File: src/design/skct_pkg.sv
// ----------------------------------------------------------------------------
// skct_pkg
// Types and constants shared by the sorted counted key table and its cells.
// ----------------------------------------------------------------------------
package skct_pkg;

  localparam int CAPACITY_DEF   = 32;
  localparam int KEY_BITS_DEF   = 64;
  localparam int COUNT_BITS_DEF = 16;

  localparam int KEY_FIELD_W  = 64;
  localparam int STAT_FIELD_W = 3;
  localparam int CNT_FIELD_W  = 16;
  localparam int ENT_FIELD_W  = 6;

  typedef enum logic {
    KIND_INSERT = 1'b0,
    KIND_REMOVE = 1'b1
  } kind_t;

  typedef enum logic [STAT_FIELD_W-1:0] {
    ST_RAISED    = 3'd0,
    ST_NEW       = 3'd1,
    ST_FULL      = 3'd2,
    ST_LOWERED   = 3'd3,
    ST_REMOVED   = 3'd4,
    ST_NOT_FOUND = 3'd5
  } status_t;

  typedef enum logic [2:0] {
    OP_HOLD   = 3'd0,
    OP_INC    = 3'd1,
    OP_DEC    = 3'd2,
    OP_INSERT = 3'd3,
    OP_CLOSE  = 3'd4
  } cell_op_t;

  typedef struct packed {
    logic eq;
    logic gap;
  } cell_flags_t;

  typedef struct packed {
    logic                   kind;
    logic [KEY_FIELD_W-1:0] key;
  } in_item_t;

  typedef struct packed {
    logic [STAT_FIELD_W-1:0] status;
    logic [CNT_FIELD_W-1:0]  key_count;
    logic [ENT_FIELD_W-1:0]  entries;
  } out_item_t;

endpackage

File: src/design/skct_cell.sv
// ----------------------------------------------------------------------------
// skct_cell
// One slot of the table: key and count, compare against the broadcast key,
// and load from itself, the broadcast key or either neighbour.
// ----------------------------------------------------------------------------
module skct_cell
  import skct_pkg::*;
#(
  parameter int KEY_BITS   = KEY_BITS_DEF,
  parameter int COUNT_BITS = COUNT_BITS_DEF
) (
  input  logic                  clk,
  input  cell_op_t              op,
  input  logic [KEY_BITS-1:0]   op_key,
  input  logic                  valid,
  input  logic                  left_gap,
  input  logic [KEY_BITS-1:0]   left_key,
  input  logic [COUNT_BITS-1:0] left_count,
  input  logic [KEY_BITS-1:0]   right_key,
  input  logic [COUNT_BITS-1:0] right_count,
  output logic [KEY_BITS-1:0]   key_q,
  output logic [COUNT_BITS-1:0] count_q,
  output cell_flags_t           flags
);

  logic [KEY_BITS-1:0]   key_r;
  logic [KEY_BITS-1:0]   key_nxt;
  logic [COUNT_BITS-1:0] count_r;
  logic [COUNT_BITS-1:0] count_nxt;

  // gap: slot is empty or holds a smaller key, so it sits after the broadcast key
  always_comb begin
    flags.eq  = valid && (key_r == op_key);
    flags.gap = !valid || (key_r < op_key);
  end

  always_comb begin
    key_nxt   = key_r;
    count_nxt = count_r;
    case (op)
      OP_HOLD: begin
      end
      OP_INC: begin
        if (flags.eq && (count_r != {COUNT_BITS{1'b1}})) begin
          count_nxt = count_r + COUNT_BITS'(1);
        end
      end
      OP_DEC: begin
        if (flags.eq) begin
          count_nxt = count_r - COUNT_BITS'(1);
        end
      end
      OP_INSERT: begin
        if (flags.gap) begin
          if (left_gap) begin
            key_nxt   = left_key;
            count_nxt = left_count;
          end else begin
            key_nxt   = op_key;
            count_nxt = COUNT_BITS'(1);
          end
        end
      end
      OP_CLOSE: begin
        if (flags.gap || flags.eq) begin
          key_nxt   = right_key;
          count_nxt = right_count;
        end
      end
      default: begin
      end
    endcase
  end

  always_ff @(posedge clk) begin
    key_r   <= key_nxt;
    count_r <= count_nxt;
  end

  assign key_q   = key_r;
  assign count_q = count_r;

endmodule

File: config.mk
export PLATFORM = sky130hd
export DESIGN_NAME = skct_cell
export DESIGN_NICKNAME = d
export VERILOG_FILES = /design/src/design/skct_pkg.sv /design/src/design/skct_cell.sv
export SDC_FILE = /design/constraint.sdc
export NUM_CORES = 1
export LEC_CHECK = 0
export BUFFER_PORTS_ARGS = -buffer_cell sky130_fd_sc_hd__buf_2
export CORE_AREA = 3 3 120 122
export CTS_CLUSTER_DIAMETER = 30
export DETAILED_ROUTE_END_ITERATION = 8
export DIE_AREA = 0 0 123 125
export PLACE_DENSITY_LB_ADDON = 0.25
export RECOVER_POWER = 100
export SLEW_MARGIN = 5
export SYNTH_ARGS = -nofsm -noshare
export SYNTH_HDL_FRONTEND = slang
export SYNTH_SLANG_ARGS = --single-unit
export TNS_END_PERCENT = 100
File: constraint.sdc
create_clock -name clk -period 20.2 [get_ports clk]
set_input_delay 5.05 -clock clk [delete_from_list [all_inputs] [get_ports clk]]
set_output_delay 5.05 -clock clk [all_outputs]
set_load 0.005 [all_outputs]
==> results of run 1 <==
[layout make-up]
cell class | instances | area, sq um
Antenna cell | 1 | 2.50
Clock inverter | 5 | 72.6
Clock buffer | 10 | 229
Sequential cell | 80 | 2400
Tap cell | 176 | 220
Inverter | 71 | 267
Fill cell | 1230 | 4970
Timing Repair Buffer | 317 | 1510
Multi-Input combinational cell | 496 | 3620
[critical path, cell delays in order]
cell      delay, ps
clkbuf_1        110
inv_1            50
ha_1            330
a21o_1          190
a211o_1         280
a221oi_1        250
o22ai_1         140
a41oi_1         270
and2_0          210
buf_2           140
[cell families (layout without fill, tap and decap cells)]
group | count (synthesis) | count (layout)
AND/OR/NAND/NOR | 159 | 159
multiplexers | 66 | 66
buffers and inverters | 98 | 403
XOR/XNOR | 8 | 8
AO/OA/AOI/OAI | 184 | 184
adder cells (fa/ha/maj) | 79 | 79
flip-flops | 80 | 80
other | 0 | 1
[final timing paths]
check | to | from | cells after the start
max reg2reg | key_q[4] | key_q[58] | 9
max | flags[0] | op_key[58] | 10
min | count_q[14] | count_q[14] | 3
min reg2reg | count_q[14] | count_q[14] | 3
[sequential cells by signal, summed over array words and instances, names as in the netlist]
| signal | flops |
|---|---|
| count_q | 16 |
| key_q | 64 |
[power groups by stage]
stage | clock network (uW) | logic [uW] | registers, uW
after CTS | 173 | 123 | 206
final | 169 | 120 | 207
after floorplan | 0 | 66.7 | 210
after global placement | 0 | 120 | 209
after global routing | 181 | 137 | 208
after detailed placement | 0 | 122 | 209
[through the flow]
stage / hold slack [ps] / util, % / std cells / area, sq um
6_report: 872 / 62.6 / 1156 / 8320
3_3_place_gp: 838 / 61.2 / 1140 / 8130
5_1_grt: 948 / 62.6 / 1156 / 8320
3_5_place_dp: 834 / 61.2 / 1140 / 8130
2_1_floorplan: 780 / - / 674 / 6390
4_1_cts: 851 / 63.4 / 1155 / 8430
[layer usage]
| metal | up-vias | GRT usage [%] | share of wire, % |
|---|---|---|---|
| met3 | 28 | 5.87 | 9.0 |
| met5 | - | 0 | 0.10 |
| met1 | 2769 | 29.4 | 39 |
| met4 | 2 | 6.71 | 2.0 |
| met2 | 241 | 43.6 | 50 |
| li1 | 3095 | - | - |
[cell usage in the layout, fill, tap and decap left out, drive strengths merged, types with 6 or more instances in the layout]
cell,Yosys,layout
nand4,18,18
nor3,12,12
o21a,6,6
ha,78,78
nand2,82,82
mux2i,66,66
a21o,13,13
nand3,8,8
a22oi,13,13
inv,71,71
a21oi,22,22
buf,17,248
o21ai,87,87
edfxtp,80,80
nor2,16,16
a211oi,6,6
clkbuf,10,79
==> results.md, run 1 <==
* Final Max Slew Viols at 136
* Fmax at around 0.083 GHz
* Height of the die at between 100 and 150 um
* Via count at 6135
* Sw frac at between 20% and 30%
* Clock group share of total power at approximately a third
* Post-route DRC at 0
* Routed WL at a little under 20000 um
* Largest family of logic cells by synthesized area: compound AO/OA/AOI/OAI gates
* Vias in the first global route at slightly below 6k
* Critical Path RT at around 15000 ps
* Leak pwr at ~0.004 uW
* Die Wd at 123 um
* Critical Path AT at about 7000 ps
* Tcrit/Tclk final at 59.8%
* # H-tree levels at 3
* Row count at 42
* Simple-gate portion of the synthesized area at between 10% and 20%
* Clock-pin slew on the worst setup and hold paths at 60 ps
* Multiplexer area fraction after synthesis at about a tenth
* Final Skew at between 10 and 15 ps
* GRT overflow at 0
* Net Switching at 134 uW
* RD Place Congestion at just under 0.9
* Worst skew pair latency at about 330 ps
* Pre-Repair DR Iteration Count at 5
* Port Buffer Count at slightly above 300
* Final TNS setup at 0 ps
* Pin count of the biggest net entering global routing at approximately 120
* Max-Cap Viols at 4
* Area leader, netlist: edfxtp_1
* Core Area at around 13000 sq um
* Slew HR at -89.2%
* Area fraction in compound gates after synthesis at between 15 and 20%
* Post-CTS Setup Bufs at 0
* XOR/XNOR Fraction of Synth Area at 1.10%
* Sequential share of power at 41.7%
* Clock tree buffer depth at 2
* Final ANT Viol Nets at 0
* Initial antenna violation count at 2
* Max rail drop VDD at about 0.038 mV
* R2R Setup Slk at between 10000 and 15000 ps
* Synth-to-Final Area Change at 30.2%
* Initial DRC count at approximately 270
* CP max FO at 3
* Cell Int Power at between 300 and 400 uW
* Post-synthesis cell count at around 670
* Startpoint Class: input port
* Status: finished with violations
* Vias per inst at 5.31
* Post-Synth Adder-Cell Area at 15.6%
* Post-DP HPWL at approximately 16000 um
* Setup violations, final at 0
* Failing checks: max-capacitance violations, max-slew violations
* CP Capture Type: output pin
* Cts repair resizes at 0
* CTS Sinks at 80
* Final Net Count at between 1k and 1.5k
* Post-Syn Area at around 6400 sq um
* Period minus WS final at 12070 ps
* First-pass GRT wire length at around 30000 um
* FF+latch count, synth at 80
* Cell area power density at slightly below 60 nW/um^2
* Final count of hold timing violations at 0
* Least-Margin Pin Slew at about 2800 ps
* Gr usage total at between 20% and 30%
* Wire length per cell at around 17 um
* Async SR Flop Fraction at 0%
* Clock tree root driver cell: clkbuf_16
* Area contributors post-synth: edfxtp_1 (38%), ha_1 (15%), mux2i_1 (10%), o21ai_0 (6.7%), nand2_1 (4.8%)
* Ys Warns at 0
* Starting Density at 48.1%
* Avg Cell Area, Syn at 9.49 sq um
* Power consumption at 496 uW
* Gate power share at between 20 and 25%
* Synth Flop Type: edfxtp_1
* Die ar. at 15400 sq um
* Worst slack at placement at ~8100 ps
* TritonCTS Buffers at 9
* CTS tree: done
* RSZ-0062 raised after global routing: no
* Syn Nets at around 980
* Top-count cell post-synth: o21ai_0
* EDFF count, synth at 80
* Commonest cells post-synth: o21ai_0 (86), nand2_1 (82), edfxtp_1 (80)
* IO Count at 312
* Final setup margin at slightly above 8000 ps
* Crit path kind: in2out
* Worst Hold Class: reg2reg
* Share of layout cells above drive strength 1 at ~27%
* Hold buffers post-CTS at 0
* Synth cell types at 53
* Yosys top cell area share at a little under two fifths
* Seq/Total Area, Yosys at 37.6%
Note: power is estimated with default switching activity, not from simulation.
==> inputs of run 2 (changes only) <==
--- a/config.mk
+++ b/config.mk
@@ -6,10 +6,10 @@
 export NUM_CORES = 1
 export LEC_CHECK = 0
 export BUFFER_PORTS_ARGS = -buffer_cell sky130_fd_sc_hd__buf_2
-export CORE_AREA = 3 3 120 122
+export CORE_MARGIN = 3
+export CORE_UTILIZATION = 43
 export CTS_CLUSTER_DIAMETER = 30
 export DETAILED_ROUTE_END_ITERATION = 8
-export DIE_AREA = 0 0 123 125
 export PLACE_DENSITY_LB_ADDON = 0.25
 export RECOVER_POWER = 100
 export SLEW_MARGIN = 5
==> constraint.sdc (replaced) <==
create_clock -name clk -period 9.8 [get_ports clk]
set_input_delay 2.45 -clock clk [delete_from_list [all_inputs] [get_ports clk]]
set_output_delay 2.45 -clock clk [all_outputs]
set_load 0.005 [all_outputs]
==> run 2 against run 1 <==
Setup slack got worse by 5800 ps. Clock power rose by 75%. Design area down 0.83%. First-iteration DRC count is 1.5% lower. Clock skew is 5.7 ps lower. Sequential share of layout area grew 0.24 points. Die area rose by 6.5%. Register-to-register slack got worse by 10000 ps. The flow still finishes with violations (max-capacitance violations, max-slew violations).
==> results.md, run 2 (synthesis gave the netlist of run 1 again) <==
* Max FFs per register at 64 (unchanged)
* Sw frac at 28.4% (+1.4 points)
* Post-route DRC at 0 (unchanged)
* Startpoint Class: input port
* Cell area power density at 117 nW/um^2 (+96%)
* Final Non-Filler Cells at 1160 (+0.35%)
* Post-CTS Setup Bufs at 0 (unchanged)
* Die Wd at 128 um (+4.0%)
* Share of layout cells above drive strength 1 at 26.7% (-0.51 points)
* Critical Path RT at 9690 ps (-5460 ps)
* Initial antenna violation count at 0 (-2)
* Least-Margin Pin Slew at 2840 ps (-1.38 ps)
* Core Area at 14200 sq um (+6.8%)
* Worst slack at placement at 2930 ps (-5170 ps)
* Vias per inst at 5.31 (about the same)
* Critical Path AT at 7360 ps (+340 ps)
* Final Net Count at 1284 (unchanged)
* Max-Cap Viols at 2 (-2)
* Net Switching at 275 uW (+110%)
* Hold buffers post-CTS at 0 (unchanged)
* First-pass GRT wire length at 29800 um (+0.58%)
* Die ar. at 16400 sq um (+6.5%)
* Initial DRC count at 263 (-1.5%)
* Sequential share of power at 44.2% (+2.5 points)
* Cell Int Power at 692 uW (+91%)
* CTS tree: done
* Crit path kind: in2reg
* Commonest cells after routing, fill and taps aside: buf_2 (242), o21ai_0 (86), nand2_1 (82)
* Clock group share of total power at 30.6% (-3.5 points)
* Height of the die at 128 um (+2.4%)
* Cts repair resizes at 0 (unchanged)
* CP Capture Type: flop
* Wire length per cell at 17.1 um (+0.90%)
* Final setup margin at 2330 ps (-5800 ps)
* Final count of hold timing violations at 0 (unchanged)
* Setup violations, final at 0 (unchanged)
* Via count at 6161 (+0.42%)
* Post-DP HPWL at 16100 um (+2.7%)
* Period minus WS final at 7470 ps
* Final TNS setup at 0 ps (unchanged)
* CTS Sinks at 80 (unchanged)
* Final Max Slew Viols at 106 (-22%)
* RSZ-0062 raised after global routing: no
* IO Count at 312 (unchanged)
* Worst skew pair latency at 340 ps (about the same)
* Clock tree buffer depth at 2 (unchanged)
* Failing checks: max-capacitance violations, max-slew violations
* Tcrit/Tclk final at 76.2%
* Max rail drop VDD at 0.0588 mV (+54%)
* Gate power share at 25.2% (+1.0 points)
* Row count at 43 (+2.4%)
* Final hold slack at 869 ps (-3.18 ps)
* Pre-Repair DR Iteration Count at 7 (+2)
* RD Place Congestion at 0.903 (+3.9%)
* GRT overflow at 0 (unchanged)
* Starting Density at 45.0% (-3.1 points)
* Worst Hold Class: reg2reg
* Fmax at ~0.13 GHz
* Pin count of the biggest net entering global routing at 96 (-17%)
* Vias in the first global route at 5807 (-2.7%)
* Routed WL at 19800 um (+1.3%)
* Leak pwr at 0.00389 uW (-0.96%)
* Clock-pin slew on the worst setup and hold paths at 60 ps (about the same)
* TritonCTS Buffers at 9 (unchanged)
* Gr usage total at 23.2% (-1.4 points)
* Clock tree root driver cell: clkbuf_16
* Final Skew at 4.96 ps (-5.67 ps)
* CP max FO at 51 (+48)
* Final ANT Viol Nets at 0 (unchanged)
* # H-tree levels at 3 (unchanged)
* Slew HR at -89.1% (+0.092 points)
* Port Buffer Count at 311 (unchanged)
* Synth-to-Final Area Change at 29.1%
* Status: finished with violations
* Commonest non-fill, non-tap cell in the layout: buf_2
* Placed cells at 1144 (+0.35%)
[run 2: critical path: stages]
cell and delay, ps:
clkbuf_1 90, inv_1 50, ha_1 300, nand4_1 150, nor4_1 600, nand4_1 170, nor2_1 320, a21oi_1 80
o2bb2ai_1 1020, clkbuf_1 2070
[run 2: path summary, 6_finish.rpt]
path / start / end / slack, ps / cells past startpoint
setup / recovery: op_key[42] / key_q[57] / 2330 / 10
hold / removal: count_q[9] / count_q[9] / 870 / 3
setup reg to reg: key_q[42] / key_q[57] / 4150 / 8
hold reg to reg: count_q[9] / count_q[9] / 870 / 3
[run 2: cell type report]
class	count	area (sq um)
tap	180	225
clock inverter	5	25.0
sequential	80	2400
antenna	1	2.50
multi-input combinational	496	3590
fill	1348	5950
timing repair buffer	317	1510
inverter	71	267
clock buffer	10	229
[run 2: power by group through the flow]
| stage | combinational [uW] | sequential [uW] | clock [uW] |
|---|---|---|---|
| global placement | 248 | 431 | 0 |
| finish | 244 | 427 | 296 |
| CTS | 253 | 425 | 302 |
| global route | 276 | 429 | 317 |
| detailed placement | 251 | 432 | 0 |
| floorplan | 137 | 433 | 0 |
[run 2: per-stage QoR]
stage | instance area (sq um) | utilization, % | total power [uW]
3_5_place_dp | 8140 | 57.3 | 683
2_1_floorplan | 6390 | - | 570
6_report | 8250 | 58.1 | 967
5_1_grt | 8250 | 58.1 | 1020
3_3_place_gp | 8140 | 57.3 | 679
4_1_cts | 8390 | 59.1 | 980
[run 2: metal layers]
layer | wire length (um) | share of wire [%] | up-vias | global-route usage [%]
met2 | 9890 | 50 | 229 | 41.6
met3 | 1350 | 6.8 | 24 | 4.29
met1 | 8200 | 41 | 2805 | 28.3
met4 | 355 | 1.8 | 0 | 6.43
met5 | 0 | 0 | - | 0
li1 | - | - | 3103 | -
